<file path="config.mk">
export PLATFORM = sky130hd
export DESIGN_NAME = lidar_scan_points_sector_average
export DESIGN_NICKNAME = d
export VERILOG_FILES = /design/src/hdl/lssa_pkg.sv /design/src/hdl/lssa_cordic.sv /design/src/hdl/lssa_div.sv /design/src/hdl/lidar_scan_points_sector_average.sv
export SDC_FILE = /design/constraint.sdc
export NUM_CORES = 2
export LEC_CHECK = 0
export ABC_AREA = 1
export BUFFER_PORTS_ARGS = -buffer_cell sky130_fd_sc_hd__buf_4
export CORE_MARGIN = 4
export CORE_UTILIZATION = 67
export CTS_CLUSTER_DIAMETER = 40
export DETAILED_ROUTE_END_ITERATION = 16
export GPL_TIMING_DRIVEN = 0
export PLACE_DENSITY_LB_ADDON = 0.15
export SLEW_MARGIN = 15
export SYNTH_ARGS = -nofsm -noshare
export SYNTH_HDL_FRONTEND = slang
export SYNTH_SLANG_ARGS = --single-unit
</file>
<file path="constraint.sdc">
create_clock -name clk_i -period 15.8 [get_ports clk_i]
set_input_delay 0 -clock clk_i [delete_from_list [all_inputs] [get_ports clk_i]]
set_output_delay 0 -clock clk_i [all_outputs]
set_load 0.01 [all_outputs]
</file>
<file path="src/hdl/lssa_pkg.sv">
// Shared types, constants and the arctangent table of the lidar scan block.
package lssa_pkg;

  // Range, angle, sector and position widths
  localparam int unsigned RangeW = 16;
  localparam int unsigned AngleW = 16;
  localparam int unsigned SectW  = 9;
  localparam int unsigned PosW   = 17;

  // Scan accumulation
  localparam int unsigned SumW       = 26;
  localparam int unsigned CountW     = 10;
  localparam int unsigned DivW       = 27;
  localparam logic [CountW-1:0] CountLimit = 10'd1023;

  // CORDIC datapath: 14 fractional bits, Q0.32 gain
  localparam int unsigned CordW     = 34;
  localparam int unsigned AtanW     = 30;
  localparam int unsigned MaxSteps  = 24;
  localparam logic [31:0] CordicGain = 32'd2608131496;
  localparam logic [RangeW-1:0] RangeMax = 16'hFFFF;

  // Register reset values
  localparam logic [AngleW-1:0] StartAngleRst  = 16'd0;
  localparam logic [AngleW-1:0] AngleStepRst   = 16'd182;
  localparam logic [SectW-1:0]  SectorEndRst   = 9'd44;
  localparam logic [SectW-1:0]  SectorStartRst = 9'd314;

  // Configuration register indexes
  typedef enum logic [1:0] {
    REG_START_ANGLE  = 2'd0,
    REG_ANGLE_STEP   = 2'd1,
    REG_SECTOR_END   = 2'd2,
    REG_SECTOR_START = 2'd3
  } cfg_reg_e;

  // Status of the rotation unit
  typedef struct packed {
    logic                   busy;
    logic signed [PosW-1:0] x_pos;
    logic signed [PosW-1:0] y_pos;
  } cordic_res_t;

  // Status of the divider
  typedef struct packed {
    logic              busy;
    logic [RangeW-1:0] quotient;
  } div_res_t;

  // Arctangent of 2^-i in units of 2^32 per turn
  function automatic logic [AtanW-1:0] atan_turn(input logic [4:0] idx);
    logic [AtanW-1:0] v;
    case (idx)
      5'd0:    v = 30'd536870912;
      5'd1:    v = 30'd316933406;
      5'd2:    v = 30'd167458907;
      5'd3:    v = 30'd85004756;
      5'd4:    v = 30'd42667331;
      5'd5:    v = 30'd21354465;
      5'd6:    v = 30'd10679838;
      5'd7:    v = 30'd5340245;
      5'd8:    v = 30'd2670163;
      5'd9:    v = 30'd1335087;
      5'd10:   v = 30'd667544;
      5'd11:   v = 30'd333772;
      5'd12:   v = 30'd166886;
      5'd13:   v = 30'd83443;
      5'd14:   v = 30'd41722;
      5'd15:   v = 30'd20861;
      5'd16:   v = 30'd10430;
      5'd17:   v = 30'd5215;
      5'd18:   v = 30'd2608;
      5'd19:   v = 30'd1304;
      5'd20:   v = 30'd652;
      5'd21:   v = 30'd326;
      5'd22:   v = 30'd163;
      5'd23:   v = 30'd81;
      default: v = '0;
    endcase
    return v;
  endfunction

endpackage

</file>
<file path="src/hdl/lssa_cordic.sv">
// Iterative CORDIC rotation: one shared add/shift step per cycle turns a range into x,y.
module lssa_cordic import lssa_pkg::*; #(
  parameter int unsigned CORDIC_STEPS = 16
) (
  input  logic              clk_i,
  input  logic              rst_ni,
  input  logic              start_i,
  input  logic [RangeW-1:0] range_i,
  input  logic [AngleW-1:0] angle_i,
  output cordic_res_t       res_o
);

  localparam int unsigned NStep = (CORDIC_STEPS < MaxSteps) ? CORDIC_STEPS : MaxSteps;
  localparam int unsigned IterW = $clog2(NStep);

  logic [47:0]             prod_q;
  logic signed [AngleW-1:0] fold_q;
  logic                    flip_q;
  logic signed [CordW-1:0] x_q, x_d, y_q, y_d, z_q, z_d;
  logic [IterW-1:0]        iter_q;
  logic                    busy_q, load_q;

  logic signed [16:0]      ang_s, ang_f;
  logic                    flip_d;
  logic [47:0]             prod_rnd;
  logic signed [CordW-1:0] x0, xs, ys, at;

  // Fold the angle into the right half plane
  always_comb begin
    ang_s  = 17'(signed'(angle_i));
    ang_f  = ang_s;
    flip_d = 1'b0;
    if (ang_s > 17'sd16384) begin
      ang_f  = ang_s - 17'sd32768;
      flip_d = 1'b1;
    end else if (ang_s < -17'sd16384) begin
      ang_f  = ang_s + 17'sd32768;
      flip_d = 1'b1;
    end
  end

  // Scale the range by the CORDIC gain, rounding half up
  assign prod_rnd = prod_q + 48'd131072;
  assign x0       = signed'({4'b0000, prod_rnd[47:18]});

  // Shared rotation step
  assign xs = x_q >>> iter_q;
  assign ys = y_q >>> iter_q;
  assign at = signed'({4'b0000, atan_turn(5'(iter_q))});

  always_comb begin
    x_d = x_q;
    y_d = y_q;
    z_d = z_q;
    if (load_q) begin
      x_d = flip_q ? -x0 : x0;
      y_d = '0;
      z_d = signed'({{2{fold_q[AngleW-1]}}, fold_q, 16'h0000});
    end else if (busy_q) begin
      if (!z_q[CordW-1]) begin
        x_d = x_q - ys;
        y_d = y_q + xs;
        z_d = z_q - at;
      end else begin
        x_d = x_q + ys;
        y_d = y_q - xs;
        z_d = z_q + at;
      end
    end
  end

  // Sequence: capture, load, then one rotation per cycle
  always_ff @(posedge clk_i or negedge rst_ni) begin
    if (!rst_ni) begin
      busy_q <= 1'b0;
      load_q <= 1'b0;
      iter_q <= '0;
    end else if (start_i) begin
      busy_q <= 1'b1;
      load_q <= 1'b1;
      iter_q <= '0;
    end else if (load_q) begin
      load_q <= 1'b0;
    end else if (busy_q) begin
      iter_q <= iter_q + 1'b1;
      if (iter_q == IterW'(NStep - 1)) begin
        busy_q <= 1'b0;
      end
    end
  end

  // Datapath registers
  always_ff @(posedge clk_i) begin
    if (start_i) begin
      prod_q <= 48'(range_i) * 48'(CordicGain);
      fold_q <= ang_f[AngleW-1:0];
      flip_q <= flip_d;
    end
    x_q <= x_d;
    y_q <= y_d;
    z_q <= z_d;
  end

  // Round to signed Q16.0 in the 17-bit position width and limit to the field range
  function automatic logic signed [PosW-1:0] to_pos(input logic signed [CordW-1:0] v);
    logic signed [CordW-1:0] r;
    r = (v + 34'sd8192) >>> 14;
    if (r > 34'sd65535) begin
      r = 34'sd65535;
    end else if (r < -34'sd65535) begin
      r = -34'sd65535;
    end
    return r[PosW-1:0];
  endfunction

  assign res_o.busy  = busy_q;
  assign res_o.x_pos = to_pos(x_q);
  assign res_o.y_pos = to_pos(y_q);

endmodule

</file>
<file path="src/hdl/lssa_div.sv">
// Restoring divider, one quotient bit per cycle, for the scan mean.
module lssa_div import lssa_pkg::*; (
  input  logic              clk_i,
  input  logic              rst_ni,
  input  logic              start_i,
  input  logic [DivW-1:0]   dividend_i,
  input  logic [CountW-1:0] divisor_i,
  output div_res_t          res_o
);

  localparam int unsigned CntW = $clog2(DivW);

  logic [CountW-1:0] rem_q, rem_d;
  logic [DivW-1:0]   quo_q, quo_d;
  logic [CountW-1:0] dsr_q;
  logic [CntW-1:0]   cnt_q;
  logic              busy_q;
  logic [CountW:0]   trial;

  // Shift in the next dividend bit and try a subtract
  always_comb begin
    trial = {rem_q, quo_q[DivW-1]};
    rem_d = trial[CountW-1:0];
    quo_d = {quo_q[DivW-2:0], 1'b0};
    if (trial >= {1'b0, dsr_q}) begin
      rem_d    = CountW'(trial - {1'b0, dsr_q});
      quo_d[0] = 1'b1;
    end
  end

  always_ff @(posedge clk_i or negedge rst_ni) begin
    if (!rst_ni) begin
      busy_q <= 1'b0;
      cnt_q  <= '0;
    end else if (start_i) begin
      busy_q <= 1'b1;
      cnt_q  <= '0;
    end else if (busy_q) begin
      cnt_q <= cnt_q + 1'b1;
      if (cnt_q == CntW'(DivW - 1)) begin
        busy_q <= 1'b0;
      end
    end
  end

  always_ff @(posedge clk_i) begin
    if (start_i) begin
      rem_q <= '0;
      quo_q <= dividend_i;
      dsr_q <= divisor_i;
    end else if (busy_q) begin
      rem_q <= rem_d;
      quo_q <= quo_d;
    end
  end

  assign res_o.busy     = busy_q;
  assign res_o.quotient = quo_q[RangeW-1:0];

endmodule

</file>
<file path="src/hdl/lidar_scan_points_sector_average.sv">
// Top level: lidar range samples to x,y points with a front-sector mean per scan.
//
// Input beats carry one range sample each, in scan order; every accepted beat
// gives exactly one output beat with the point and, on the last sample, the
// rounded mean of the counted front-sector ranges. Both channels use valid and
// stall; a beat moves when valid is high and stall is low.
// The beam angle is start_angle + index * angle_step; the point comes from an
// iterative CORDIC that does one rotation step per cycle, and a sample is not
// finished until all its rotation steps are done. The last sample of a scan
// with counted ranges also runs the bit-serial divider in parallel and waits
// for the quotient too. The block stalls its input while one sample is in
// work; a finished result sits in the output register, so the next sample is
// taken while the receiver still stalls, and work on it pauses at its end
// until the previous beat has gone.
// Reset clears the scan index, sum and count, loads the register defaults and
// empties the output register. Configuration writes take effect at once and
// belong between samples.
module lidar_scan_points_sector_average import lssa_pkg::*; #(
  parameter int unsigned MAX_SAMPLES  = 512,
  parameter int unsigned CORDIC_STEPS = 16
) (
  input  logic                   clk_i,
  input  logic                   rst_ni,
  // configuration
  input  logic                   cfg_we_i,
  input  logic [1:0]             cfg_idx_i,
  input  logic [AngleW-1:0]      cfg_data_i,
  // sample input
  input  logic                   in_valid_i,
  output logic                   in_stall_o,
  input  logic [RangeW-1:0]      range_sample_i,
  input  logic                   range_invalid_i,
  input  logic                   range_infinite_i,
  input  logic                   last_sample_i,
  // point output
  output logic                   out_valid_o,
  input  logic                   out_stall_i,
  output logic signed [PosW-1:0] x_pos_o,
  output logic signed [PosW-1:0] y_pos_o,
  output logic                   scan_done_o,
  output logic [RangeW-1:0]      mean_range_o,
  output logic                   mean_valid_o
);

  localparam int unsigned IdxW = $clog2(MAX_SAMPLES);
  localparam int unsigned CmpW = (IdxW > SectW) ? IdxW : SectW;

  typedef enum logic [1:0] {
    ST_IDLE = 2'b01,
    ST_WORK = 2'b10
  } state_e;

  state_e            state_q, state_d;
  logic [AngleW-1:0] start_angle_q, angle_step_q;
  logic [SectW-1:0]  sector_end_q, sector_start_q;
  logic [IdxW-1:0]   idx_q;
  logic [SumW-1:0]   sum_q, sum_nx;
  logic [CountW-1:0] cnt_q, cnt_nx;
  logic              invalid_q, last_q, mvalid_q;
  logic              out_valid_q;

  logic              in_acc, out_acc, finish;
  logic              in_sector, count_en, div_start;
  logic [RangeW-1:0] range_eff;
  logic [AngleW-1:0] angle;
  logic [DivW-1:0]   dividend;
  cordic_res_t       cordic_res;
  div_res_t          div_res;

  // Handshakes
  assign in_stall_o = (state_q != ST_IDLE);
  assign in_acc     = in_valid_i && !in_stall_o;
  assign out_acc    = out_valid_q && !out_stall_i;
  assign finish     = (state_q == ST_WORK) && !cordic_res.busy && !div_res.busy
                      && (!out_valid_q || !out_stall_i);

  // Configuration registers
  always_ff @(posedge clk_i or negedge rst_ni) begin
    if (!rst_ni) begin
      start_angle_q  <= StartAngleRst;
      angle_step_q   <= AngleStepRst;
      sector_end_q   <= SectorEndRst;
      sector_start_q <= SectorStartRst;
    end else if (cfg_we_i) begin
      case (cfg_reg_e'(cfg_idx_i))
        REG_START_ANGLE:  start_angle_q  <= cfg_data_i;
        REG_ANGLE_STEP:   angle_step_q   <= cfg_data_i;
        REG_SECTOR_END:   sector_end_q   <= cfg_data_i[SectW-1:0];
        REG_SECTOR_START: sector_start_q <= cfg_data_i[SectW-1:0];
        default: ;
      endcase
    end
  end

  // Beam angle, sector test and counting of the incoming sample
  assign angle     = start_angle_q + AngleW'(idx_q * angle_step_q);
  assign in_sector = (CmpW'(idx_q) <= CmpW'(sector_end_q))
                     || (CmpW'(idx_q) >= CmpW'(sector_start_q));
  assign range_eff = range_infinite_i ? RangeMax : range_sample_i;
  assign count_en  = in_sector && !range_invalid_i && !range_infinite_i
                     && (cnt_q != CountLimit);
  assign sum_nx    = sum_q + (count_en ? SumW'(range_sample_i) : '0);
  assign cnt_nx    = cnt_q + (count_en ? CountW'(1) : '0);
  assign dividend  = DivW'(sum_nx) + DivW'(cnt_nx >> 1);
  assign div_start = in_acc && last_sample_i && (cnt_nx != '0);

  // Scan state: advance the index, accumulate, clear on the last sample
  always_ff @(posedge clk_i or negedge rst_ni) begin
    if (!rst_ni) begin
      idx_q <= '0;
      sum_q <= '0;
      cnt_q <= '0;
    end else if (in_acc) begin
      if (last_sample_i) begin
        idx_q <= '0;
        sum_q <= '0;
        cnt_q <= '0;
      end else begin
        sum_q <= sum_nx;
        cnt_q <= cnt_nx;
        if (idx_q != IdxW'(MAX_SAMPLES - 1)) begin
          idx_q <= idx_q + 1'b1;
        end
      end
    end
  end

  // Hold the sample flags for the output beat
  always_ff @(posedge clk_i) begin
    if (in_acc) begin
      invalid_q <= range_invalid_i;
      last_q    <= last_sample_i;
      mvalid_q  <= last_sample_i && (cnt_nx != '0);
    end
  end

  lssa_cordic #(
    .CORDIC_STEPS(CORDIC_STEPS)
  ) u_cordic (
    .clk_i  (clk_i),
    .rst_ni (rst_ni),
    .start_i(in_acc),
    .range_i(range_eff),
    .angle_i(angle),
    .res_o  (cordic_res)
  );

  lssa_div u_div (
    .clk_i     (clk_i),
    .rst_ni    (rst_ni),
    .start_i   (div_start),
    .dividend_i(dividend),
    .divisor_i (cnt_nx),
    .res_o     (div_res)
  );

  // Sequencer
  always_comb begin
    state_d = state_q;
    case (state_q)
      ST_IDLE: if (in_acc) state_d = ST_WORK;
      ST_WORK: if (finish) state_d = ST_IDLE;
      default: state_d = ST_IDLE;
    endcase
  end

  always_ff @(posedge clk_i or negedge rst_ni) begin
    if (!rst_ni) begin
      state_q     <= ST_IDLE;
      out_valid_q <= 1'b0;
    end else begin
      state_q <= state_d;
      if (finish) begin
        out_valid_q <= 1'b1;
      end else if (out_acc) begin
        out_valid_q <= 1'b0;
      end
    end
  end

  // Output register
  always_ff @(posedge clk_i) begin
    if (finish) begin
      x_pos_o      <= invalid_q ? '0 : cordic_res.x_pos;
      y_pos_o      <= invalid_q ? '0 : cordic_res.y_pos;
      scan_done_o  <= last_q;
      mean_range_o <= mvalid_q ? div_res.quotient : '0;
      mean_valid_o <= mvalid_q;
    end
  end

  assign out_valid_o = out_valid_q;

  // Checks
  a_cordic_started: assert property (@(posedge clk_i) disable iff (!rst_ni)
    in_acc |=> cordic_res.busy)
    else $error("rotation unit not started by accepted sample");

  a_mean_only_on_done: assert property (@(posedge clk_i) disable iff (!rst_ni)
    (out_valid_o && !scan_done_o) |-> (!mean_valid_o && mean_range_o == '0))
    else $error("mean given outside the last sample");

  a_div_idle: assert property (@(posedge clk_i) disable iff (!rst_ni)
    (state_q == ST_IDLE) |-> (!div_res.busy && !cordic_res.busy))
    else $error("arithmetic unit busy while idle");

endmodule
</file>
==> out/summary.txt <==
Crit end category -> register
Min-delay worst type -> primary input to async pin
CTS clock-pin slew for the worst setup and hold paths -> 0.05 ns
Slew HR -> 18.18%
Post-DRT Antenna Nets -> 0
Post-DP HPWL -> 104000 µm
Antenna cell count -> 0
Top cell type by total area after synthesis -> edfxtp_1
Crit path DAT -> 7.59 ns
CP Buf/Inv Count -> 4
Syn Area/Cell -> 7.337 µm²
Met3 usage -> 7.351%
Setup violators final -> 0
Crit path max-delay family -> simple AND/OR/NAND/NOR gates
Num rows -> 90
WS Path Type -> register to register
Total clock sinks -> 362
Final WS setup -> 8.558 ns
Root Driver -> clkbuf_16
Worst-Margin Slew -> 1.214 ns
Port Buffers -> 94
Pins over their slew limit -> 0
Critical path startpoint category -> register
Syn Inst Count -> 5647
Largest net degree at the start of global routing -> 53
Post-route minimum period -> 7.242 ns
Initial Util -> 68.14%
Die H -> 256.7 µm
DRT Wirelength -> 133500 µm
First-pass GRT wire length -> 209900 µm
CP Depth -> 34
Largest stage delay, worst path -> 0.49 ns
Dpl cell area -> 43260 µm²
Busiest grt layer -> met2
# IOs -> 96
Antenna violations before repair -> 1
Yosys top cell area share -> 13.92%
Vias per cell -> 6.019
Final Hold Fails -> 0
Register-to-Register Path Depth -> 34
Synth cell types -> 69
Clk_lat worst skew -> 0.63 ns
RSZ-0062 raised after global routing -> false
Setup tns final -> 0 ns
Core ar. -> 60810 µm²
Critical path required time -> 16.15 ns
Final Cell Area -> 45840 µm²
Register area share after synthesis -> 23.50%
Worst-path fanout max -> 10
Synth Cell Area -> 41430 µm²
Die Wd -> 256.7 µm
Fmax -> 138.1 MHz
Prevailing post-synth register cell -> edfxtp_1
Wire per inst -> 20.00 µm
Vias in the first global route -> 39180
Period utilisation layout -> 45.83%
Number of fill cells -> 4687
DRC -> 0
Worst slack at placement -> 8.804 ns
Area growth from synthesis to final layout -> 10.63%
Flops & latches, synth -> 362
Status -> complete, no violations
Initial DRC Count -> 4193
R2r setup slk -> 8.56 ns
Cell mode on critical path -> nand2_1
Final net count -> 6501
Die ar. -> 65880 µm²
H-tree Lvls -> 3
Final Skew -> 0.03570 ns
Most frequent cell after synthesis -> nand2_1
1st-pass router iterations -> 9
Clock Tree Buf Depth -> 3
Hold Slack -> 0.09460 ns
CTS Buf Count -> 66
Ranking of synthesized cells by area -> edfxtp_1 14%, fa_1 13%, nand2_1 12%
Post-synth EDFFs -> 192
CTS tree -> done
Ys async rst share -> 30.39%
Via Count -> 40190
# Post-CTS Setup Buffers -> 0
Grt met2 use -> 63.44%
Met1 Use GR -> 51.65%
Syn_nets -> 6307
Total grt overflow -> 0
Gpl congestion -> 1.066
Max Cap Viol -> 0
Tot GR Track Use -> 39.91%
Share of cells above drive strength 1 -> 6.277%
Slowest stage cell, crit path -> nor4_1
Top cells by count, synth -> 1363 x nand2_1, 903 x inv_1, 412 x nand3_1
Number of synthesis warnings -> 0
layout make-up:
| type | instances | area (µm²) | area share [%] |
|---|---|---|---|
| timing repair buffer | 126 | 1120 | 2.443 |
| clock buffer | 73 | 1699 | 3.707 |
| tap | 782 | 978.4 | 2.135 |
| multi-input combinational | 4216 | 27530 | 60.07 |
| buffer | 157 | 757.0 | 1.652 |
| clock inverter | 49 | 584.3 | 1.275 |
| inverter | 912 | 3426 | 7.474 |
| sequential | 362 | 9737 | 21.24 |
sequential cells by signal, summed over array words and instances, names as in the netlist, 5 cells and up:
signal and count:
u_cordic.x_q 34, u_cordic.y_q 34, u_cordic.z_q 34, u_cordic.prod_q 31
u_div.quo_q 27, sum_q 26, x_pos_o 17, y_pos_o 17
angle_step_q 16, mean_range_o 16, start_angle_q 16, u_cordic.fold_q 16
cnt_q 10, u_div.dsr_q 10, u_div.rem_q 10, idx_q 9
sector_end_q 9, sector_start_q 9, u_div.cnt_q 5
layout by cell type (no fill, tap or decap), types with 57 or more instances in the layout:
cell,count
a21oi_1,299
buf_4,106
clkbuf_1,92
clkbuf_16,67
dfrtp_1,96
dfxtp_1,60
edfxtp_1,192
fa_1,270
ha_1,348
inv_1,903
nand2_1,1362
nand3_1,412
nand4_1,57
nor2_1,403
nor3_1,79
o21ai_0,324
xnor2_1,75
xor2_1,201
repair_timing:
action                    4_1_cts  5_1_grt
hold endpoints to repair      192        0
hold buffers                   27        0
gates resized for setup         0        0
metrics by stage:
step                      util (%)  cells
after CTS                    75.37   6677
after detailed placement     71.14   6528
after floorplan                  -   5647
after global placement       70.91   6523
after global routing         75.38   6677
final                        75.38   6677
final timing paths:
check,from,end
worst max-delay path,idx_q[0],u_div.quo_q[23]
worst min-delay path,rst_ni,sector_end_q[3]
worst max register to register,idx_q[0],u_div.quo_q[23]
worst min register to register,last_q,scan_done_o
max in group asynchronous,rst_ni,state_q[0]
min in group clk_i,range_invalid_i,invalid_q
layer usage:
| metal | up-vias | share of wire (%) | routed length [µm] |
|---|---|---|---|
| met2 | 2082 | 45 | 59830 |
| met4 | 0 | 6.9 | 9207 |
| met3 | 481 | 9.5 | 12710 |
| met1 | 18820 | 39 | 51780 |
| met5 | - | 0 | 0 |
| li1 | 18810 | - | - |
logic make-up (layout without fill, tap and decap cells):
family                     count (synthesis)  count (layout)  synth area share [%]
and+or+nand+nor                         2423            2423                 24.76
buffers and inverters                   1069            1317                 10.08
adders and majority gates                618             618                 23.55
DFF                                      362             362                 23.50
xor gates and xnor gates                 283             283                 6.109
muxes                                      1               1               0.02416
AOI/OAI and AO/OA                        891             891                 11.96
Power is not shown: default switching activity piles up to over one toggle a cycle in this logic, so the estimate is an artifact.
